--- src/sv/sltseq_pkg.sv ---
// Package with shared constants, codes and payload types of the section load transfer sequencer.
package sltseq_pkg;

    localparam int NUM_SECTIONS = 18;
    localparam int CHUNK_BYTES  = 131072;
    localparam int HEADER_BYTES = 256;

    localparam int DATA_W    = 32;
    localparam int CMD_W     = 2;
    localparam int ENTRY_W   = 5;
    localparam int BYTES_W   = 18;
    localparam int PHASE_W   = $clog2(NUM_SECTIONS + 2);
    localparam int TAB_IDX_W = (NUM_SECTIONS > 1) ? $clog2(NUM_SECTIONS) : 1;
    localparam int ALIGN     = 32;

    localparam int APB_ADDR_W = 3;
    localparam logic APB_SEL_IMAGE_OFFSET = 1'b0;
    localparam logic APB_SEL_HEADER_BUF   = 1'b1;

    typedef enum logic [CMD_W-1:0] {
        CMD_RESTART     = 2'd0,
        CMD_WRITE_ENTRY = 2'd1,
        CMD_REQUEST     = 2'd2,
        CMD_UNUSED      = 2'd3
    } cmd_t;

    typedef struct packed {
        logic [CMD_W-1:0]   command;
        logic [ENTRY_W-1:0] entry_index;
        logic [DATA_W-1:0]  entry_file_offset;
        logic [DATA_W-1:0]  entry_load_address;
        logic [DATA_W-1:0]  entry_byte_size;
    } req_t;

    typedef struct packed {
        logic               transfer_valid;
        logic               header_transfer;
        logic [DATA_W-1:0]  destination_address;
        logic [BYTES_W-1:0] transfer_bytes;
        logic [DATA_W-1:0]  source_disc_offset;
    } rsp_t;

endpackage

--- src/sv/section_load_transfer_sequencer.sv ---
// Top level of the section load transfer sequencer: table memory, shared adder and sequencer.
// Steps: a restart, entry write or unused command completes on acceptance; a header
// request goes to emit; a chunk passes read, round, remain, dst, src base, src sum, advance
// and emit, with read, round and remain again per empty or finished section skipped.
// Throughput: one item at a time; the single 32-bit adder is stepped by the sequencer.
// Reset: rst_n clears phase, progress, the valid bits of the section table and the
// configuration registers; table offsets, addresses and sizes are not cleared.
module section_load_transfer_sequencer (
    input  logic                                  clk,
    input  logic                                  rst_n,
    input  logic                                  req_valid,
    output logic                                  req_stall,
    input  sltseq_pkg::req_t                      req_data,
    output logic                                  rsp_valid,
    input  logic                                  rsp_stall,
    output sltseq_pkg::rsp_t                      rsp_data,
    input  logic                                  psel,
    input  logic                                  penable,
    input  logic                                  pwrite,
    input  logic [sltseq_pkg::APB_ADDR_W-1:0]     paddr,
    input  logic [sltseq_pkg::DATA_W-1:0]         pwdata,
    output logic [sltseq_pkg::DATA_W-1:0]         prdata,
    output logic                                  pready
);
    import sltseq_pkg::*;

    // The sequencer walks through these steps for each request. Every arithmetic
    // step uses the one shared adder below.
    typedef enum logic [3:0] {
        ST_IDLE,
        ST_READ,
        ST_ROUND,
        ST_REMAIN,
        ST_DST,
        ST_SRC_BASE,
        ST_SRC_SUM,
        ST_ADVANCE,
        ST_EMIT
    } state_t;

    localparam logic [DATA_W-1:0]  ALIGN_M1    = DATA_W'(ALIGN - 1);
    localparam logic [DATA_W-1:0]  ALIGN_MASK  = ~ALIGN_M1;
    localparam logic [DATA_W-1:0]  CHUNK_LIMIT = DATA_W'(CHUNK_BYTES);
    localparam logic [PHASE_W-1:0] PHASE_LAST  = PHASE_W'(NUM_SECTIONS);
    localparam logic [PHASE_W-1:0] PHASE_DONE  = PHASE_W'(NUM_SECTIONS + 1);

    // ------------------------------------------------------------------
    // Configuration registers. The APB port is always ready and a write
    // lands on the access cycle.
    // ------------------------------------------------------------------
    logic [DATA_W-1:0] image_offset_reg;
    logic [DATA_W-1:0] header_buf_reg;
    logic              cfg_write;

    assign pready    = 1'b1;
    assign cfg_write = psel && penable && pwrite && pready;

    always_ff @(posedge clk or negedge rst_n)
    begin
        if (!rst_n)
        begin
            image_offset_reg <= '0;
            header_buf_reg   <= '0;
        end
        else if (cfg_write)
        begin
            unique case (paddr[2])
                APB_SEL_IMAGE_OFFSET: image_offset_reg <= pwdata;
                APB_SEL_HEADER_BUF:   header_buf_reg   <= pwdata;
                default:              image_offset_reg <= image_offset_reg;
            endcase
        end
    end

    always_comb
    begin
        unique case (paddr[2])
            APB_SEL_IMAGE_OFFSET: prdata = image_offset_reg;
            APB_SEL_HEADER_BUF:   prdata = header_buf_reg;
            default:              prdata = '0;
        endcase
    end

    // ------------------------------------------------------------------
    // Sequencer state and registered outputs.
    // ------------------------------------------------------------------
    state_t             state_reg,     state_next;
    logic [PHASE_W-1:0] phase_reg,     phase_next;
    logic [DATA_W-1:0]  progress_reg,  progress_next;
    logic [DATA_W-1:0]  size_reg,      size_next;
    logic [BYTES_W-1:0] want_reg,      want_next;
    logic [DATA_W-1:0]  dst_reg,       dst_next;
    logic [DATA_W-1:0]  src_reg,       src_next;
    logic               res_valid_reg, res_valid_next;
    logic               res_header_reg, res_header_next;
    logic               rsp_valid_reg, rsp_valid_next;
    rsp_t               rsp_data_reg,  rsp_data_next;

    // Section table. Offsets, addresses and sizes sit in a small memory with a
    // registered read port; a valid bit per slot makes unwritten sizes read as zero.
    logic [DATA_W-1:0]       table_offsets   [NUM_SECTIONS];
    logic [DATA_W-1:0]       table_addresses [NUM_SECTIONS];
    logic [DATA_W-1:0]       table_sizes     [NUM_SECTIONS];
    logic [NUM_SECTIONS-1:0] present_reg;
    logic [DATA_W-1:0]       rd_off_reg;
    logic [DATA_W-1:0]       rd_addr_reg;
    logic [DATA_W-1:0]       rd_size_reg;
    logic                    rd_present_reg;

    logic                 req_accept;
    logic                 entry_write;
    logic [TAB_IDX_W-1:0] wr_idx;
    logic [TAB_IDX_W-1:0] rd_idx;
    logic [PHASE_W-1:0]   phase_prev;

    assign req_stall   = (state_reg != ST_IDLE);
    assign req_accept  = req_valid && !req_stall;
    assign entry_write = req_accept && (req_data.command == CMD_WRITE_ENTRY)
                         && (int'(req_data.entry_index) < NUM_SECTIONS);
    assign wr_idx      = TAB_IDX_W'(req_data.entry_index);
    assign phase_prev  = phase_reg - PHASE_W'(1);
    assign rd_idx      = TAB_IDX_W'(phase_prev);

    always_ff @(posedge clk)
    begin
        if (entry_write)
        begin
            table_offsets[wr_idx]   <= req_data.entry_file_offset;
            table_addresses[wr_idx] <= req_data.entry_load_address;
            table_sizes[wr_idx]     <= req_data.entry_byte_size;
        end
        if (state_reg == ST_READ)
        begin
            rd_off_reg  <= table_offsets[rd_idx];
            rd_addr_reg <= table_addresses[rd_idx];
            rd_size_reg <= table_sizes[rd_idx];
        end
    end

    always_ff @(posedge clk or negedge rst_n)
    begin
        if (!rst_n)
        begin
            present_reg    <= '0;
            rd_present_reg <= 1'b0;
        end
        else
        begin
            if (entry_write)
            begin
                present_reg[wr_idx] <= 1'b1;
            end
            if (state_reg == ST_READ)
            begin
                rd_present_reg <= present_reg[rd_idx];
            end
        end
    end

    // ------------------------------------------------------------------
    // Shared adder. Subtraction feeds the inverted operand with a carry in;
    // the carry out then tells whether a >= b.
    // ------------------------------------------------------------------
    logic [DATA_W-1:0] alu_a;
    logic [DATA_W-1:0] alu_b;
    logic              alu_sub;
    logic [DATA_W:0]   alu_sum;
    logic [DATA_W-1:0] alu_res;
    logic              alu_carry;

    assign alu_sum   = {1'b0, alu_a} + {1'b0, (alu_sub ? ~alu_b : alu_b)}
                       + {{DATA_W{1'b0}}, alu_sub};
    assign alu_res   = alu_sum[DATA_W-1:0];
    assign alu_carry = alu_sum[DATA_W];

    always_comb
    begin
        alu_sub = 1'b0;
        unique case (state_reg)
            ST_ROUND:
            begin
                alu_a = rd_present_reg ? rd_size_reg : '0;
                alu_b = ALIGN_M1;
            end
            ST_REMAIN:
            begin
                alu_a   = size_reg;
                alu_b   = progress_reg;
                alu_sub = 1'b1;
            end
            ST_DST:
            begin
                alu_a = rd_addr_reg;
                alu_b = progress_reg;
            end
            ST_SRC_BASE:
            begin
                alu_a = image_offset_reg;
                alu_b = rd_off_reg;
            end
            ST_SRC_SUM:
            begin
                alu_a = src_reg;
                alu_b = progress_reg;
            end
            ST_ADVANCE:
            begin
                alu_a = progress_reg;
                alu_b = {{(DATA_W-BYTES_W){1'b0}}, want_reg};
            end
            default:
            begin
                alu_a = '0;
                alu_b = '0;
            end
        endcase
    end

    // ------------------------------------------------------------------
    // Next-state logic of the sequencer.
    // ------------------------------------------------------------------
    always_comb
    begin
        state_next      = state_reg;
        phase_next      = phase_reg;
        progress_next   = progress_reg;
        size_next       = size_reg;
        want_next       = want_reg;
        dst_next        = dst_reg;
        src_next        = src_reg;
        res_valid_next  = res_valid_reg;
        res_header_next = res_header_reg;
        rsp_valid_next  = rsp_valid_reg && rsp_stall;
        rsp_data_next   = rsp_data_reg;

        unique case (state_reg)
            ST_IDLE:
            begin
                if (req_accept)
                begin
                    unique case (cmd_t'(req_data.command))
                        CMD_RESTART:
                        begin
                            phase_next    = '0;
                            progress_next = '0;
                        end
                        CMD_REQUEST:
                        begin
                            if (phase_reg == '0)
                            begin
                                // First request after a restart reads the image header.
                                phase_next      = PHASE_W'(1);
                                progress_next   = '0;
                                res_valid_next  = 1'b1;
                                res_header_next = 1'b1;
                                dst_next        = header_buf_reg;
                                want_next       = BYTES_W'(HEADER_BYTES);
                                src_next        = image_offset_reg;
                                state_next      = ST_EMIT;
                            end
                            else if (phase_reg == PHASE_DONE)
                            begin
                                res_valid_next  = 1'b0;
                                res_header_next = 1'b0;
                                dst_next        = '0;
                                want_next       = '0;
                                src_next        = '0;
                                state_next      = ST_EMIT;
                            end
                            else
                            begin
                                state_next = ST_READ;
                            end
                        end
                        default:
                        begin
                            state_next = ST_IDLE;
                        end
                    endcase
                end
            end
            ST_READ:
            begin
                state_next = ST_ROUND;
            end
            ST_ROUND:
            begin
                size_next  = alu_res & ALIGN_MASK;
                state_next = ST_REMAIN;
            end
            ST_REMAIN:
            begin
                if (!alu_carry || (alu_res == '0))
                begin
                    // Section is empty or fully handed out: move to the next one.
                    progress_next = '0;
                    if (phase_reg == PHASE_LAST)
                    begin
                        phase_next      = PHASE_DONE;
                        res_valid_next  = 1'b0;
                        res_header_next = 1'b0;
                        dst_next        = '0;
                        want_next       = '0;
                        src_next        = '0;
                        state_next      = ST_EMIT;
                    end
                    else
                    begin
                        phase_next = phase_reg + PHASE_W'(1);
                        state_next = ST_READ;
                    end
                end
                else
                begin
                    want_next  = (alu_res > CHUNK_LIMIT) ? BYTES_W'(CHUNK_BYTES)
                                                         : alu_res[BYTES_W-1:0];
                    state_next = ST_DST;
                end
            end
            ST_DST:
            begin
                dst_next   = alu_res;
                state_next = ST_SRC_BASE;
            end
            ST_SRC_BASE:
            begin
                src_next   = alu_res;
                state_next = ST_SRC_SUM;
            end
            ST_SRC_SUM:
            begin
                src_next   = alu_res;
                state_next = ST_ADVANCE;
            end
            ST_ADVANCE:
            begin
                progress_next   = alu_res;
                res_valid_next  = 1'b1;
                res_header_next = 1'b0;
                state_next      = ST_EMIT;
            end
            ST_EMIT:
            begin
                // The result waits here until the output register is free.
                if (!rsp_valid_reg || !rsp_stall)
                begin
                    rsp_valid_next                    = 1'b1;
                    rsp_data_next.transfer_valid      = res_valid_reg;
                    rsp_data_next.header_transfer     = res_header_reg;
                    rsp_data_next.destination_address = dst_reg;
                    rsp_data_next.transfer_bytes      = want_reg;
                    rsp_data_next.source_disc_offset  = src_reg;
                    state_next                        = ST_IDLE;
                end
            end
            default:
            begin
                state_next = ST_IDLE;
            end
        endcase
    end

    always_ff @(posedge clk or negedge rst_n)
    begin
        if (!rst_n)
        begin
            state_reg      <= ST_IDLE;
            phase_reg      <= '0;
            progress_reg   <= '0;
            size_reg       <= '0;
            want_reg       <= '0;
            dst_reg        <= '0;
            src_reg        <= '0;
            res_valid_reg  <= 1'b0;
            res_header_reg <= 1'b0;
            rsp_valid_reg  <= 1'b0;
            rsp_data_reg   <= '0;
        end
        else
        begin
            state_reg      <= state_next;
            phase_reg      <= phase_next;
            progress_reg   <= progress_next;
            size_reg       <= size_next;
            want_reg       <= want_next;
            dst_reg        <= dst_next;
            src_reg        <= src_next;
            res_valid_reg  <= res_valid_next;
            res_header_reg <= res_header_next;
            rsp_valid_reg  <= rsp_valid_next;
            rsp_data_reg   <= rsp_data_next;
        end
    end

    assign rsp_valid = rsp_valid_reg;
    assign rsp_data  = rsp_data_reg;

`ifndef SYNTHESIS
    // The phase never runs past the finished marker.
    a_phase_range: assert property (@(posedge clk) disable iff (!rst_n)
        phase_reg <= PHASE_DONE)
        else $error("phase beyond the finished marker");

    // Progress through a section only ever moves in whole 32-byte blocks.
    a_progress_aligned: assert property (@(posedge clk) disable iff (!rst_n)
        progress_reg[4:0] == 5'd0)
        else $error("section progress not 32-byte aligned");

    // A described transfer always moves a nonzero multiple of 32 bytes.
    a_bytes_shape: assert property (@(posedge clk) disable iff (!rst_n)
        (rsp_valid && rsp_data.transfer_valid) |->
            (rsp_data.transfer_bytes[4:0] == 5'd0) && (rsp_data.transfer_bytes != '0))
        else $error("transfer size malformed");

    // The finished answer carries all-zero fields.
    a_done_zero: assert property (@(posedge clk) disable iff (!rst_n)
        (rsp_valid && !rsp_data.transfer_valid) |->
            !rsp_data.header_transfer && (rsp_data.transfer_bytes == '0)
            && (rsp_data.destination_address == '0)
            && (rsp_data.source_disc_offset == '0))
        else $error("finished answer has nonzero fields");

    // A header transfer is only produced for the first request after a restart.
    a_header_phase: assert property (@(posedge clk) disable iff (!rst_n)
        (state_reg == ST_EMIT && res_header_reg) |-> (phase_reg == PHASE_W'(1)))
        else $error("header transfer outside the first phase");
`endif

endmodule
--- config.mk ---
export PLATFORM = sky130hd
export DESIGN_NAME = section_load_transfer_sequencer
export DESIGN_NICKNAME = d
export VERILOG_FILES = /design/src/sv/sltseq_pkg.sv /design/src/sv/section_load_transfer_sequencer.sv
export SDC_FILE = /design/constraint.sdc
export NUM_CORES = 2
export LEC_CHECK = 0
export BUFFER_PORTS_ARGS = -buffer_cell sky130_fd_sc_hd__buf_2
export CORE_UTILIZATION = 55
export CTS_BUF_LIST = sky130_fd_sc_hd__clkbuf_8
export DETAILED_ROUTE_END_ITERATION = 8
export GPL_TIMING_DRIVEN = 0
export PLACE_DENSITY = 0.8
export SYNTH_ARGS = -nofsm -noshare
export SYNTH_HDL_FRONTEND = slang
export SYNTH_SLANG_ARGS = --single-unit
--- constraint.sdc ---
create_clock -name clk -period 7.4 [get_ports clk]
set_input_delay 1.48 -clock clk [delete_from_list [all_inputs] [get_ports clk]]
set_output_delay 1.48 -clock clk [all_outputs]
set_load 0.005 [all_outputs]
==> results.json <==
{
  "number_of_drc_markers_in_iteration_0": 7532,
  "route.final.wire_length_um": 249000,
  "grt_setup_unrepaired": "false",
  "tightestPinTransition_ns": 1.42,
  "grt_util_met1": 0.435,
  "fin_skew_ns": 0.0926,
  "use_met3": 0.0803,
  "synth_area_per_cell_um2": 19.5,
  "cell_leakage_power_nw": 33.9,
  "globalRoute.totalOverflow": 0,
  "run_status": "finished, final reports clean",
  "antenna_violations_before_repair": 38,
  "synth-seq-area-share": 0.735,
  "cellPowerDensity_nw_per_um2": 385,
  "drcViolationCount": 0,
  "route.vias.total": 48638,
  "reg2reg_depth": 20,
  "root_buffer": "sky130_fd_sc_hd__clkbuf_8",
  "synth.ff_latch_count": 2144,
  "via_per_inst": 6.60,
  "synth_top_area_share": 0.641,
  "min_path_cells": 1,
  "cell_count_after_synthesis": 4370,
  "die_x_um": 396,
  "final_net_count": 5248,
  "die_h_um": 396,
  "fmax_ghz": 0.137,
  "post_cts_hold_buffer_count": 0,
  "number_of_global_route_vias_before_repair": 48302,
  "maximum_number_of_pins_on_one_net_before_global_route_repair": 116,
  "netlist-cell-type-count": 91,
  "antenna_violating_nets_post_route": 0,
  "top_level_ports": 264,
  "worstPathArrival_ns": 8.21,
  "cts_max_level": 5,
  "synth-main-ff-cell": "sky130_fd_sc_hd__edfxtp_1",
  "synth.top_cells.by_area": "sky130_fd_sc_hd__edfxtp_1, sky130_fd_sc_hd__mux4_2, sky130_fd_sc_hd__dfrtp_1, sky130_fd_sc_hd__mux2_2, sky130_fd_sc_hd__mux2i_1",
  "filler_cell_count": 9949,
  "placed_cells_incl_taps": 6767,
  "gr-max-usage-layer": "met2",
  "cap_viol_max_count": 0,
  "grtUsageTotal": 0.316,
  "count_of_flip_flops_with_a_built_in_enable_after_synthesis": 1824,
  "cp_data_required_time_ns": 8.29,
  "hold_path_class": "reg -> reg",
  "cp_max_fo": 10,
  "synthesis.nets": 4550,
  "row_count": 144,
  "worstSetupStartpointType": "flop",
  "gp_weighted_congestion": 0.977,
  "hpwl_um": 171000,
  "post-route-period-util": 0.989,
  "setup_viol_count_final": 0,
  "cts_num_sinks": 2144,
  "yosys_warning_count": 0,
  "timing.final.crit_period_ns": 7.32,
  "tritoncts.num_buffers": 340,
  "endpoint_kind": "flop",
  "layout-drive-gt1-share": 0.298,
  "detail_route.first_pass.iterations": 9,
  "layout-area-overhead-vs-synth_pct": 14.3,
  "post_route_hold_slack_ns": 0.466,
  "die-area_um2": 157000,
  "final-hold-violation-count": 0,
  "path_clk_slew_ns": 0.07,
  "grt.met2_usage": 0.482,
  "final_max_slew_viol_count": 0,
  "reg_top3": "table_addresses x576, table_offsets x576, table_sizes x576",
  "wl_per_cell_um": 33.8,
  "timing.slew.headroom": 0.0526,
  "clk_latency_ns": 1.07,
  "coreArea_um2": 154000,
  "cell_area_after_technology_mapping_um2": 85400,
  "cts_tree": "built",
  "initial_core_util": 0.554,
  "power.ir.vdd_worst_mv": 0.209,
  "place.port_buffers": 259,
  "setup-tns-final_ns": 0,
  "asyncSetResetFlopFracSynth": 0.149,
  "grt_pass1_wl_um": 348000,
  "report.power.total_mw": 37.6,
  "critPathKind": "reg -> reg",
  "layout.cells.non_filler": 7365,
  "post-synth-top-area-cell": "sky130_fd_sc_hd__edfxtp_1",
  "clk_path_buf_depth": 4
}
cell usage after synthesis (16+ instances only):
library cell and instances:
sky130_fd_sc_hd__or2_2 21, sky130_fd_sc_hd__o21ai_0 195, sky130_fd_sc_hd__mux4_2 484, sky130_fd_sc_hd__nor3_1 16
sky130_fd_sc_hd__a222oi_1 54, sky130_fd_sc_hd__mux2_4 20, sky130_fd_sc_hd__mux2_2 198, sky130_fd_sc_hd__dfrtp_1 320
sky130_fd_sc_hd__a22o_1 44, sky130_fd_sc_hd__nand2_1 269, sky130_fd_sc_hd__mux2_1 33, sky130_fd_sc_hd__a22oi_1 26
sky130_fd_sc_hd__nand3_1 56, sky130_fd_sc_hd__clkbuf_1 197, sky130_fd_sc_hd__xnor2_1 27, sky130_fd_sc_hd__edfxtp_1 1824
sky130_fd_sc_hd__buf_1 42, sky130_fd_sc_hd__mux2i_1 104, sky130_fd_sc_hd__ha_1 34, sky130_fd_sc_hd__a21oi_1 75
sky130_fd_sc_hd__o2bb2ai_1 18, sky130_fd_sc_hd__nor2_1 106
per-layer routing:
metal,wire length [µm],up-vias
li1,-,19324
met1,91200,24887
met2,115000,3816
met3,30800,591
met4,11700,20
met5,141,-
worst paths after layout:
kind | startpoint | to | slack, ns
setup / recovery | state_reg[1] | src_reg[28] | 0.08
hold / removal | present_reg[12] | present_reg[12] | 0.47
setup reg to reg | state_reg[1] | src_reg[28] | 0.08
hold reg to reg | present_reg[12] | present_reg[12] | 0.47
max in group asynchronous | rst_n | src_reg[14] | 5.75
min in group asynchronous | rst_n | rsp_data[2] | 0.49
cells by family (layout without fill, tap and decap cells):
group,count (synthesis),count (layout),share of synthesized area
other,1,15,0.0000439
AND/OR/NAND/NOR,532,532,0.0282
buffers and inverters,270,1207,0.0126
AO/OA/AOI/OAI,508,508,0.0409
flip-flops,2144,2144,0.735
multiplexers,839,839,0.174
XOR/XNOR,41,41,0.00429
adder cells (fa/ha/maj),35,35,0.00522
power breakdown:
part           switching (mW)  leakage, nW  internal (mW)  total (mW)
Clock                    4.50         3.44           4.61        9.11
Combinational            8.34         9.78           5.43        13.8
Sequential              0.693         20.6           14.0        14.7
layout make-up:
cell class | count | area, µm² | share of cell area
inverters | 12 | 45.0 | 0.000461
well taps | 2044 | 2560 | 0.0262
diodes | 14 | 35.0 | 0.000359
repair buffers | 358 | 3360 | 0.0344
clock inverters | 221 | 1020 | 0.0104
flip-flops and latches | 2144 | 62800 | 0.643
clock buffers | 360 | 4950 | 0.0508
plain buffers | 256 | 1040 | 0.0106
multi-input cells | 1956 | 21800 | 0.224
critical path, cell delays in order, from the launching register on:
cell,delay [ns]
sky130_fd_sc_hd__dfrtp_1,0.32
sky130_fd_sc_hd__buf_2,0.19
sky130_fd_sc_hd__clkbuf_1,0.45
sky130_fd_sc_hd__nor3b_2,0.66
sky130_fd_sc_hd__clkbuf_1,0.60
sky130_fd_sc_hd__a22oi_1,0.28
sky130_fd_sc_hd__nand3_1,0.24
sky130_fd_sc_hd__ha_1,0.34
sky130_fd_sc_hd__nor2b_1,0.19
sky130_fd_sc_hd__o311ai_2,0.35
sky130_fd_sc_hd__a2111o_1,0.28
sky130_fd_sc_hd__nand2_1,0.18
sky130_fd_sc_hd__a21oi_1,0.22
sky130_fd_sc_hd__xor2_1,0.66
sky130_fd_sc_hd__o311ai_1,0.32
sky130_fd_sc_hd__nor4b_4,0.27
sky130_fd_sc_hd__buf_4,0.21
sky130_fd_sc_hd__nand4_4,0.17
sky130_fd_sc_hd__a211oi_4,0.54
sky130_fd_sc_hd__buf_4,0.33
sky130_fd_sc_hd__mux2_1,0.36
stage by stage:
step / worst slack [ns] / area (µm²) / util
final: 0.0826 / 97600 / 0.634
after global routing: 0.0436 / 97600 / 0.634
after CTS: 0.0439 / 97500 / 0.633
after global placement: -5.33 / 89300 / 0.579
after detailed placement: -1.38 / 91500 / 0.594
after floorplan: 0.793 / 85400 / -
cells in the final DEF, fill, tap and decap left out, types with 13 or more instances in the layout:
cell type and count:
sky130_fd_sc_hd__a21oi_1 75, sky130_fd_sc_hd__a221oi_1 13, sky130_fd_sc_hd__a222oi_1 54, sky130_fd_sc_hd__a22o_1 44
sky130_fd_sc_hd__a22oi_1 26, sky130_fd_sc_hd__buf_1 42, sky130_fd_sc_hd__buf_12 76, sky130_fd_sc_hd__buf_16 17
sky130_fd_sc_hd__buf_2 267, sky130_fd_sc_hd__clkbuf_1 181, sky130_fd_sc_hd__clkbuf_2 14, sky130_fd_sc_hd__clkbuf_8 360
sky130_fd_sc_hd__clkinv_1 72, sky130_fd_sc_hd__clkinv_2 32, sky130_fd_sc_hd__dfrtp_1 320, sky130_fd_sc_hd__diode_2 14
sky130_fd_sc_hd__edfxtp_1 1824, sky130_fd_sc_hd__ha_1 34, sky130_fd_sc_hd__inv_1 114, sky130_fd_sc_hd__mux2_1 33
sky130_fd_sc_hd__mux2_2 198, sky130_fd_sc_hd__mux2_4 20, sky130_fd_sc_hd__mux2i_1 104, sky130_fd_sc_hd__mux4_2 484
sky130_fd_sc_hd__nand2_1 269, sky130_fd_sc_hd__nand3_1 56, sky130_fd_sc_hd__nand4_1 14, sky130_fd_sc_hd__nor2_1 87
sky130_fd_sc_hd__nor2_4 19, sky130_fd_sc_hd__nor3_1 13, sky130_fd_sc_hd__o21ai_0 195, sky130_fd_sc_hd__o2bb2ai_1 18
sky130_fd_sc_hd__or2_2 21, sky130_fd_sc_hd__xnor2_1 20
timing repair:
action,CTS,global route
pin swaps,1,1
resized for setup,15,12
setup endpoints to repair,195,98
setup buffers,2,3
Power figures use the tool's default switching activity.
